<file path="config.mk">
export PLATFORM = sky130hd
export DESIGN_NAME = tone_chunk_sequencer_flat
export DESIGN_NICKNAME = d
export VERILOG_FILES = /design/src/sv/tcs_pkg.sv /design/src/sv/tcs_if.sv /design/src/sv/tcs_ram.sv /design/src/sv/tcs_outq.sv /design/src/sv/tone_chunk_sequencer.sv /design/src/flat_wrapper.sv
export SDC_FILE = /design/constraint.sdc
export NUM_CORES = 1
export LEC_CHECK = 0
export BUFFER_PORTS_ARGS = -buffer_cell sky130_fd_sc_hd__buf_2
export CAP_MARGIN = 20
export CORE_MARGIN = 5
export CORE_UTILIZATION = 67
export CTS_CLUSTER_SIZE = 14
export DETAILED_ROUTE_END_ITERATION = 16
export HOLD_SLACK_MARGIN = 0.06
export PLACE_DENSITY = 0.91
export SYNTH_ARGS = -nofsm -noshare
export SYNTH_HDL_FRONTEND = slang
export SYNTH_SLANG_ARGS = --single-unit
</file>
<file path="constraint.sdc">
create_clock -name clk_i -period 7.6 [get_ports clk_i]
set_input_delay 0.76 -clock clk_i [delete_from_list [all_inputs] [get_ports clk_i]]
set_output_delay 0.76 -clock clk_i [all_outputs]
set_load 0.005 [all_outputs]
</file>
<file path="src/sv/tcs_pkg.sv">
// Package for the tone chunk sequencer: item codes, chunk kinds, the
// stored chunk layout and the result record. No dependencies.
package tcs_pkg;

  // Widths of the item and result fields
  localparam int unsigned SLOT_IN_W = 4;
  localparam int unsigned FREQ_W    = 16;
  localparam int unsigned LEVEL_W   = 8;
  localparam int unsigned DUR_W     = 16;
  localparam int unsigned KIND_W    = 2;
  localparam int unsigned CTYPE_W   = 2;

  // Default store depth
  localparam int unsigned CHUNK_SLOTS_DEF = 16;

  // Item kinds
  localparam logic [KIND_W-1:0] KIND_WRITE = 2'd0;
  localparam logic [KIND_W-1:0] KIND_START = 2'd1;
  localparam logic [KIND_W-1:0] KIND_STOP  = 2'd2;
  localparam logic [KIND_W-1:0] KIND_TICK  = 2'd3;

  // Chunk kinds; every other code ends playback
  localparam logic [CTYPE_W-1:0] CT_NORMAL = 2'd0;
  localparam logic [CTYPE_W-1:0] CT_STOP   = 2'd1;
  localparam logic [CTYPE_W-1:0] CT_REPEAT = 2'd2;

  // One stored chunk, 42 bits
  typedef struct packed {
    logic [FREQ_W-1:0]  freq;
    logic [LEVEL_W-1:0] level;
    logic [DUR_W-1:0]   dur;
    logic [CTYPE_W-1:0] ctype;
  } chunk_t;

  localparam int unsigned CHUNK_W = $bits(chunk_t);

  // Drive state reported for every transaction
  typedef struct packed {
    logic                 tone_on;
    logic [FREQ_W-1:0]    tone_freq;
    logic [LEVEL_W-1:0]   tone_level;
    logic [SLOT_IN_W-1:0] slot_now;
  } result_t;

endpackage

</file>
<file path="src/sv/tcs_if.sv">
// Handshake channels of the tone chunk sequencer: item input and result
// output, each with valid, ready and the payload. Depends on tcs_pkg.
interface tcs_in_if;
  logic                           valid;
  logic                           ready;
  logic [tcs_pkg::KIND_W-1:0]     kind;
  logic [tcs_pkg::SLOT_IN_W-1:0]  slot;
  logic [tcs_pkg::FREQ_W-1:0]     freq_hz;
  logic [tcs_pkg::LEVEL_W-1:0]    loudness;
  logic [tcs_pkg::DUR_W-1:0]      duration_ms;
  logic [tcs_pkg::CTYPE_W-1:0]    chunk_type;

  modport source (output valid, kind, slot, freq_hz, loudness, duration_ms, chunk_type,
                  input ready);
  modport sink (input valid, kind, slot, freq_hz, loudness, duration_ms, chunk_type,
                output ready);
endinterface

interface tcs_out_if;
  logic                           valid;
  logic                           ready;
  logic                           tone_on;
  logic [tcs_pkg::FREQ_W-1:0]     tone_freq;
  logic [tcs_pkg::LEVEL_W-1:0]    tone_level;
  logic [tcs_pkg::SLOT_IN_W-1:0]  slot_now;

  modport source (output valid, tone_on, tone_freq, tone_level, slot_now, input ready);
  modport sink (input valid, tone_on, tone_freq, tone_level, slot_now, output ready);
endinterface

</file>
<file path="src/sv/tcs_ram.sv">
// Generic single-write, single-read RAM with a registered read port.
// No dependencies.
module tcs_ram #(
  parameter int unsigned WIDTH = 8,
  parameter int unsigned DEPTH = 16,
  localparam int unsigned AW = (DEPTH > 1) ? $clog2(DEPTH) : 1
) (
  input  logic             clk_i,
  input  logic             we_i,
  input  logic [AW-1:0]    waddr_i,
  input  logic [WIDTH-1:0] wdata_i,
  input  logic [AW-1:0]    raddr_i,
  output logic [WIDTH-1:0] rdata_o
);

  logic [WIDTH-1:0] mem_q [DEPTH];
  logic [WIDTH-1:0] rdata_q;

  // Write port and registered read port
  always_ff @(posedge clk_i) begin
    if (we_i) begin
      mem_q[waddr_i] <= wdata_i;
    end
    rdata_q <= mem_q[raddr_i];
  end

  assign rdata_o = rdata_q;

endmodule

</file>
<file path="src/sv/tcs_outq.sv">
// Two-entry result queue: output register plus skid register, so a new
// transaction can finish while the previous result waits. Uses tcs_pkg, tcs_if.
module tcs_outq (
  input  logic             clk_i,
  input  logic             rst_ni,
  input  logic             push_i,
  input  tcs_pkg::result_t data_i,
  output logic             skid_busy_o,
  tcs_out_if.source        result_o
);
  import tcs_pkg::*;

  logic    out_v_q, out_v_d;
  logic    sk_v_q, sk_v_d;
  result_t out_q, out_d;
  result_t sk_q, sk_d;
  logic    pop;

  assign pop = out_v_q && result_o.ready;

  // Move results between the skid and the output register
  always_comb begin
    out_v_d = out_v_q;
    sk_v_d  = sk_v_q;
    out_d   = out_q;
    sk_d    = sk_q;
    if (pop) begin
      if (sk_v_q) begin
        out_d  = sk_q;
        sk_v_d = push_i;
        sk_d   = data_i;
      end else if (push_i) begin
        out_d = data_i;
      end else begin
        out_v_d = 1'b0;
      end
    end else if (push_i) begin
      if (!out_v_q) begin
        out_d   = data_i;
        out_v_d = 1'b1;
      end else begin
        sk_d   = data_i;
        sk_v_d = 1'b1;
      end
    end
  end

  always_ff @(posedge clk_i or negedge rst_ni) begin
    if (!rst_ni) begin
      out_v_q <= 1'b0;
      sk_v_q  <= 1'b0;
    end else begin
      out_v_q <= out_v_d;
      sk_v_q  <= sk_v_d;
    end
  end

  // Payload registers
  always_ff @(posedge clk_i) begin
    out_q <= out_d;
    sk_q  <= sk_d;
  end

  assign skid_busy_o         = sk_v_q;
  assign result_o.valid      = out_v_q;
  assign result_o.tone_on    = out_q.tone_on;
  assign result_o.tone_freq  = out_q.tone_freq;
  assign result_o.tone_level = out_q.tone_level;
  assign result_o.slot_now   = out_q.slot_now;

  // A result only arrives while the skid is free
  a_push_room: assert property (@(posedge clk_i) disable iff (!rst_ni)
    push_i |-> !sk_v_q) else $error("result pushed into a full queue");

  // The skid holds data only behind a full output register
  a_skid_order: assert property (@(posedge clk_i) disable iff (!rst_ni)
    sk_v_q |-> out_v_q) else $error("skid valid with empty output register");

  // A stalled result stays valid and unchanged
  a_out_hold: assert property (@(posedge clk_i) disable iff (!rst_ni)
    out_v_q && !result_o.ready |=> out_v_q && $stable(out_q))
    else $error("stalled result changed");

endmodule

</file>
<file path="src/sv/tone_chunk_sequencer.sv">
// Top level of the tone chunk sequencer: chunk store RAM, playback control
// and result queue. Depends on tcs_pkg, tcs_if, tcs_ram and tcs_outq.
//
// Usage: items arrive on item_i (valid/ready); each one yields exactly one
// transaction on result_o with the drive state after the item: tone_on,
// tone_freq and tone_level (both 0 while silent) and slot_now.
// Kinds: write stores a chunk in a slot, start plays from a slot and marks
// it as the first chunk, stop silences, tick counts one millisecond down.
// Write, stop and a tick that loads no chunk finish in the cycle they are
// accepted, and their result is registered in the result queue. Start,
// and a tick whose chunk runs out into a next or first chunk, pass through
// the load state: the chunk RAM read is registered, and the control waits
// for it before taking the next item.
// Reset clears the playback state to silent at slot 0; the chunk store is
// not cleared, and a slot must be written before it is played.
// When the receiver stalls, one more result is held in a skid register;
// item_i then drops ready until the skid register empties.
module tone_chunk_sequencer #(
  parameter int unsigned CHUNK_SLOTS = tcs_pkg::CHUNK_SLOTS_DEF
) (
  input  logic      clk_i,
  input  logic      rst_ni,
  tcs_in_if.sink    item_i,
  tcs_out_if.source result_o
);
  import tcs_pkg::*;

  localparam int unsigned SLOT_W = (CHUNK_SLOTS > 1) ? $clog2(CHUNK_SLOTS) : 1;

  // Control states
  localparam logic ST_IDLE = 1'b0;
  localparam logic ST_LOAD = 1'b1;

  logic                 state_q, state_d;
  logic [SLOT_W-1:0]    cur_q, cur_d;
  logic [SLOT_W-1:0]    first_q, first_d;
  logic [SLOT_W-1:0]    ld_slot_q, ld_slot_d;
  logic [DUR_W-1:0]     ms_q, ms_d;
  logic                 snd_q, snd_d;
  logic [FREQ_W-1:0]    freq_q, freq_d;
  logic [LEVEL_W-1:0]   lvl_q, lvl_d;
  logic [CTYPE_W-1:0]   type_q, type_d;

  logic                 accept;
  logic                 in_ready;
  logic                 skid_busy;
  logic [SLOT_IN_W-1:0] slot_red;
  logic [SLOT_W-1:0]    slot_idx;
  logic [SLOT_W-1:0]    next_slot;
  logic                 we;
  logic                 load_req;
  logic [SLOT_W-1:0]    load_addr;
  logic                 done;
  chunk_t               wr_chunk;
  logic [CHUNK_W-1:0]   rd_bits;
  chunk_t               rd_chunk;
  result_t              res;

  assign in_ready     = (state_q == ST_IDLE) && !skid_busy;
  assign item_i.ready = in_ready;
  assign accept       = item_i.valid && in_ready;

  // Reduce the slot number modulo the store depth (for a depth of 2 or more)
  always_comb begin
    slot_red = item_i.slot;
    for (int i = 0; i < 8; i++) begin
      if (32'(slot_red) >= CHUNK_SLOTS) begin
        slot_red = slot_red - SLOT_IN_W'(CHUNK_SLOTS);
      end
    end
  end

  assign slot_idx  = SLOT_W'(slot_red);
  assign next_slot = (cur_q == SLOT_W'(CHUNK_SLOTS - 1)) ? '0 : cur_q + 1'b1;

  assign wr_chunk = '{freq:  item_i.freq_hz,
                      level: item_i.loudness,
                      dur:   item_i.duration_ms,
                      ctype: item_i.chunk_type};
  assign rd_chunk = chunk_t'(rd_bits);

  // Decode items, count ticks and apply chunks read from the store
  always_comb begin
    state_d   = state_q;
    cur_d     = cur_q;
    first_d   = first_q;
    ld_slot_d = ld_slot_q;
    ms_d      = ms_q;
    snd_d     = snd_q;
    freq_d    = freq_q;
    lvl_d     = lvl_q;
    type_d    = type_q;
    we        = 1'b0;
    load_req  = 1'b0;
    load_addr = slot_idx;
    done      = 1'b0;
    case (state_q)
      ST_IDLE: begin
        if (accept) begin
          case (item_i.kind)
            KIND_WRITE: begin
              we   = 1'b1;
              done = 1'b1;
            end
            KIND_START: begin
              first_d  = slot_idx;
              load_req = 1'b1;
            end
            KIND_STOP: begin
              snd_d = 1'b0;
              ms_d  = '0;
              done  = 1'b1;
            end
            default: begin
              done = 1'b1;
              if (snd_q && ms_q != '0) begin
                ms_d = ms_q - 1'b1;
                if (ms_q == DUR_W'(1)) begin
                  if (type_q == CT_NORMAL) begin
                    load_req  = 1'b1;
                    load_addr = next_slot;
                    done      = 1'b0;
                  end else if (type_q == CT_REPEAT) begin
                    load_req  = 1'b1;
                    load_addr = first_q;
                    done      = 1'b0;
                  end else begin
                    snd_d = 1'b0;
                  end
                end
              end
            end
          endcase
          if (load_req) begin
            ld_slot_d = load_addr;
            state_d   = ST_LOAD;
          end
        end
      end
      ST_LOAD: begin
        cur_d   = ld_slot_q;
        freq_d  = rd_chunk.freq;
        lvl_d   = rd_chunk.level;
        type_d  = rd_chunk.ctype;
        ms_d    = (rd_chunk.dur == '0) ? DUR_W'(1) : rd_chunk.dur;
        snd_d   = 1'b1;
        done    = 1'b1;
        state_d = ST_IDLE;
      end
      default: begin
        state_d = ST_IDLE;
      end
    endcase
  end

  always_ff @(posedge clk_i or negedge rst_ni) begin
    if (!rst_ni) begin
      state_q   <= ST_IDLE;
      cur_q     <= '0;
      first_q   <= '0;
      ld_slot_q <= '0;
      ms_q      <= '0;
      snd_q     <= 1'b0;
      freq_q    <= '0;
      lvl_q     <= '0;
      type_q    <= '0;
    end else begin
      state_q   <= state_d;
      cur_q     <= cur_d;
      first_q   <= first_d;
      ld_slot_q <= ld_slot_d;
      ms_q      <= ms_d;
      snd_q     <= snd_d;
      freq_q    <= freq_d;
      lvl_q     <= lvl_d;
      type_q    <= type_d;
    end
  end

  // Chunk store
  tcs_ram #(
    .WIDTH (CHUNK_W),
    .DEPTH (CHUNK_SLOTS)
  ) u_store (
    .clk_i   (clk_i),
    .we_i    (we),
    .waddr_i (slot_idx),
    .wdata_i (wr_chunk),
    .raddr_i (load_addr),
    .rdata_o (rd_bits)
  );

  // Build the drive state after the item
  assign res = '{tone_on:    snd_d,
                 tone_freq:  snd_d ? freq_d : '0,
                 tone_level: snd_d ? lvl_d : '0,
                 slot_now:   SLOT_IN_W'(cur_d)};

  tcs_outq u_outq (
    .clk_i       (clk_i),
    .rst_ni      (rst_ni),
    .push_i      (done),
    .data_i      (res),
    .skid_busy_o (skid_busy),
    .result_o    (result_o)
  );

  // Outside a chunk load the counter runs exactly while a chunk sounds
  a_ms_snd: assert property (@(posedge clk_i) disable iff (!rst_ni)
    state_q == ST_IDLE |-> snd_q == (ms_q != '0))
    else $error("ms counter out of step with tone");

  // No item is taken while a chunk read is in flight
  a_load_block: assert property (@(posedge clk_i) disable iff (!rst_ni)
    state_q == ST_LOAD |-> !item_i.ready) else $error("item accepted during load");

  // A chunk load always ends sounding and back in idle
  a_load_done: assert property (@(posedge clk_i) disable iff (!rst_ni)
    state_q == ST_LOAD |=> snd_q && state_q == ST_IDLE)
    else $error("chunk load did not apply");

endmodule
</file>
<file path="src/flat_wrapper.sv">
// flat-port wrapper written by rule: the top's interface ports become plain ports
module tone_chunk_sequencer_flat import tcs_pkg::*;
#(
  parameter int unsigned CHUNK_SLOTS = tcs_pkg::CHUNK_SLOTS_DEF
)
  (clk_i, rst_ni, item_i_valid, item_i_kind, item_i_slot, item_i_freq_hz, item_i_loudness, item_i_duration_ms, item_i_chunk_type, item_i_ready, result_o_valid, result_o_tone_on, result_o_tone_freq, result_o_tone_level, result_o_slot_now, result_o_ready);
  tcs_in_if item_i_i ();
  tcs_out_if result_o_i ();
  input  logic clk_i;
  input  logic rst_ni;
  input wire logic [$bits(item_i_i.valid)-1:0] item_i_valid;
  input wire logic [$bits(item_i_i.kind)-1:0] item_i_kind;
  input wire logic [$bits(item_i_i.slot)-1:0] item_i_slot;
  input wire logic [$bits(item_i_i.freq_hz)-1:0] item_i_freq_hz;
  input wire logic [$bits(item_i_i.loudness)-1:0] item_i_loudness;
  input wire logic [$bits(item_i_i.duration_ms)-1:0] item_i_duration_ms;
  input wire logic [$bits(item_i_i.chunk_type)-1:0] item_i_chunk_type;
  output wire logic [$bits(item_i_i.ready)-1:0] item_i_ready;
  output wire logic [$bits(result_o_i.valid)-1:0] result_o_valid;
  output wire logic [$bits(result_o_i.tone_on)-1:0] result_o_tone_on;
  output wire logic [$bits(result_o_i.tone_freq)-1:0] result_o_tone_freq;
  output wire logic [$bits(result_o_i.tone_level)-1:0] result_o_tone_level;
  output wire logic [$bits(result_o_i.slot_now)-1:0] result_o_slot_now;
  input wire logic [$bits(result_o_i.ready)-1:0] result_o_ready;
  assign item_i_i.valid = item_i_valid;
  assign item_i_i.kind = item_i_kind;
  assign item_i_i.slot = item_i_slot;
  assign item_i_i.freq_hz = item_i_freq_hz;
  assign item_i_i.loudness = item_i_loudness;
  assign item_i_i.duration_ms = item_i_duration_ms;
  assign item_i_i.chunk_type = item_i_chunk_type;
  assign item_i_ready = item_i_i.ready;
  assign result_o_valid = result_o_i.valid;
  assign result_o_tone_on = result_o_i.tone_on;
  assign result_o_tone_freq = result_o_i.tone_freq;
  assign result_o_tone_level = result_o_i.tone_level;
  assign result_o_slot_now = result_o_i.slot_now;
  assign result_o_i.ready = result_o_ready;
  tone_chunk_sequencer #(.CHUNK_SLOTS(CHUNK_SLOTS)) u_core (.clk_i(clk_i), .rst_ni(rst_ni), .item_i(item_i_i), .result_o(result_o_i));
endmodule
</file>
==> impl_metrics.csv <==
group,metric,value,unit
logic_synthesis,syn_avg_cell_area,14.1,µm²
logic_synthesis,syn_inst,2434,
sta,slew_violations,0,
layout,post-route-util,0.733,
placement,io_buffer_count,82,
logic_synthesis,synth.most_common_cell,"edfxtp_1",
logic_synthesis,ys_ff_latch,830,
critical_path,path_max_fanout,176,
clock_network,cts_tree,"done",
critical_path,critical_path_class,"reg2reg",
clock_network,clk_latency,0.64,ns
clock_network,clkSinkCount,830,
sta,tns,0,ns
placement,dp_slack,3.15,ns
clock_network,path_clk_slew,0.06,ns
grt,grt_util_met2,0.499,
logic_synthesis,synth_top_cell_by_area,"edfxtp_1",
pwr,p_leak,13.8,nW
logic_synthesis,synth-seq-area-share,0.705,
die,die-area,55900,µm²
layout,fin_cells,3185,
routing,vias_per_cell,7.18,
clock_network,cts_buffer_depth,3,
grt,grt_util_met3,0.0779,
logic_synthesis,synth_top_area_frac,0.638,
die,core_area,51100,µm²
sta,worst_hold_slack,0.284,ns
layout,nets,2497,
min_path,hp-class,"in2async",
clock_network,cts-root-buf,"clkbuf_16",
status,status,"finished, final reports clean",
critical_path,end_kind,"register",
logic_synthesis,synth_ff_type,"edfxtp_1",
clock_network,ctsHtreeMaxLevel,3,
sta,fin_crit_sh,0.582,
placement,place_congestion,0.812,
logic_synthesis,synth_fp_nets,2491,
sta,max_freq,226,MHz
grt,antenna_found_initial,7,
routing,drc,0,
grt,grt_max_degree,183,
routing,vias,22864,
logic_synthesis,synth_edf_count,730,
placement,dp_hpwl,40.5,mm
clock_network,cts_setup_buffers,0,
grt,busiest_layer,"met2",
grt,grtUsageTotal,0.312,
pwr,powerDensity,278,nW/µm²
grt,grtUsageMet1,0.412,
logic_synthesis,async_flop_share,0.0699,
die,dieWidth,236,µm
routing,drt_iter0_drc,4430,
logic_synthesis,ys_types,59,
sta,layout_setup_ws,3.18,ns
grt,first_global_vias,22357,
sta,final.setup_skew,0.0277,ns
sta,maxSlewHeadroom,0.201,
die,floorplan.rows,83,
clock_network,cts-buffers-inserted,76,
critical_path,cp.required,8.10,ns
grt,grt_pass1_wl,135,mm
logic_synthesis,synth_area,34300,µm²
sta,worst_pin_slew,1.20,ns
logic_synthesis,synth_commonest_cells,"edfxtp_1, o21ai_0, inv_1, nor3_1, nor3b_1",
sta,finalCriticalPeriod,4.42,ns
sta,hold_viol,0,
logic_synthesis,ys_warn_count,0,
logic_synthesis,synth.area.top_cells,"edfxtp_1, o211a_1, dfrtp_1, nor3b_1, a211oi_1",
routing,dr.pass1.iters,6,
sta,rsz0062_at_grt,"false",
pwr,peakVddDrop,0.151,mV
job,drv_cap,0,
routing,ant_nets,0,
routing,wl_per_cell,28.3,µm
layout,drive_gt1_frac,0.122,
sta,setup_viol,0,
die,die_h,236,µm
grt,grt-ovfl-total,0,
critical_path,start_kind,"register",
placement,dp.cells,3040,
layout,syn_to_final_growth,9.09,%
die,start_util,0.672,
critical_path,cp_data_arrival_time,4.92,ns
clock_network,cts_hold_buf,0,
routing,drt_wl_total,90.1,mm
critical_path,reg2reg_slack,3.18,ns
die,ios,83,
clock_network,cts_resized,0,
==> state kept, by name, indices dropped and copies added (netlist names) <==
name                               cells
u_core.u_outq.result_o.tone_on         1
u_core.u_outq.result_o.slot_now        4
u_core.state_q                         1
u_core.cur_q                           4
u_core.u_store.mem_q                 672
u_core.u_outq.skid_busy_o              1
u_core.u_outq.sk_q                    29
u_core.lvl_q                           8
u_core.u_outq.result_o.tone_level      8
u_core.ms_q                           16
u_core.snd_q                           1
u_core.first_q                         4
u_core.u_outq.result_o.valid           1
u_core.u_outq.result_o.tone_freq      16
u_core.freq_q                         16
u_core.ld_slot_q                       4
u_core.u_store.rdata_o                42
u_core.type_q                          2
==> area by class of cell <==
| cell class | instances | area [µm²] |
|---|---|---|
| clock buffer | 106 | 2070 |
| fill | 2656 | 13600 |
| multi-input combinational | 1210 | 8560 |
| antenna | 5 | 12.5 |
| sequential | 830 | 24200 |
| timing repair buffer | 119 | 776 |
| inverter | 203 | 762 |
| clock inverter | 32 | 224 |
| tap | 680 | 851 |
==> per-layer routing <==
metal / vias up / routed length (µm)
met1: 11092 / 29700
met4: 6 / 4910
met5: - / 44
li1: 9298 / -
met2: 2038 / 42500
met3: 430 / 12900
==> per-stage QoR <==
stage | area [µm²] | power, mW
after CTS | 37400 | 10.4
final | 37500 | 10.4
after global routing | 37500 | 10.7
after floorplan | 34300 | 6.36
after global placement | 35100 | 6.68
after detailed placement | 35100 | 6.79
==> power by group <==
group          internal (mW)  switching (mW)
clock                   1.98            1.66
sequential              5.33           0.218
combinational          0.426           0.813
total                   7.73            2.69
==> worst max-delay path: stages, from the launching register on <==
cell and delay [ns]:
dfrtp_1 0.45, nor4_2 0.39, nand4_2 0.29, nor4_2 0.40, mux2_8 0.87, buf_12 0.59
o211a_1 0.29, nor3_1 0.06, or4_1 0.58
==> final timing paths <==
kind	start	end	depth (start not counted)
worst max-delay path	u_core.ms_q[11]	u_core.u_store.rdata_o[27]	8
worst min-delay path	rst_ni	u_core.freq_q[9]	2
worst max register to register	u_core.ms_q[11]	u_core.u_store.rdata_o[27]	8
worst min register to register	u_core.ld_slot_q[0]	u_core.ld_slot_q[0]	2
max in group asynchronous	rst_ni	u_core.state_q	2
min in group clk_i	result_o_ready	u_core.u_outq.skid_busy_o	2
==> cells in the final DEF, fill, tap and decap left out, types with 6 or more instances in the layout <==
cell / instances
nor4_1: 8
nand2b_1: 6
o211a_1: 162
or4_1: 42
dfxtp_1: 42
o31ai_1: 27
nand3_1: 9
dfrtp_1: 57
a211oi_1: 138
buf_4: 30
a21oi_1: 22
nor2_1: 56
buf_12: 7
nor2_4: 13
clkbuf_1: 26
nand2_1: 43
clkbuf_16: 77
clkinv_1: 11
mux2_2: 13
buf_2: 82
clkinv_2: 11
mux2i_1: 29
edfxtp_1: 730
inv_1: 203
a211oi_2: 32
nor3_1: 175
inv_6: 6
o21ai_0: 204
nor3b_1: 169
==> logic make-up after synthesis <==
kind of cell	share of synthesized area
flops	0.705
buf+inv	0.0510
compound gates	0.134
mux	0.0130
simple gates	0.0950
xor+xnor	0.000255
fa+ha+maj	0.00182
(Power assumes the default switching activity.)
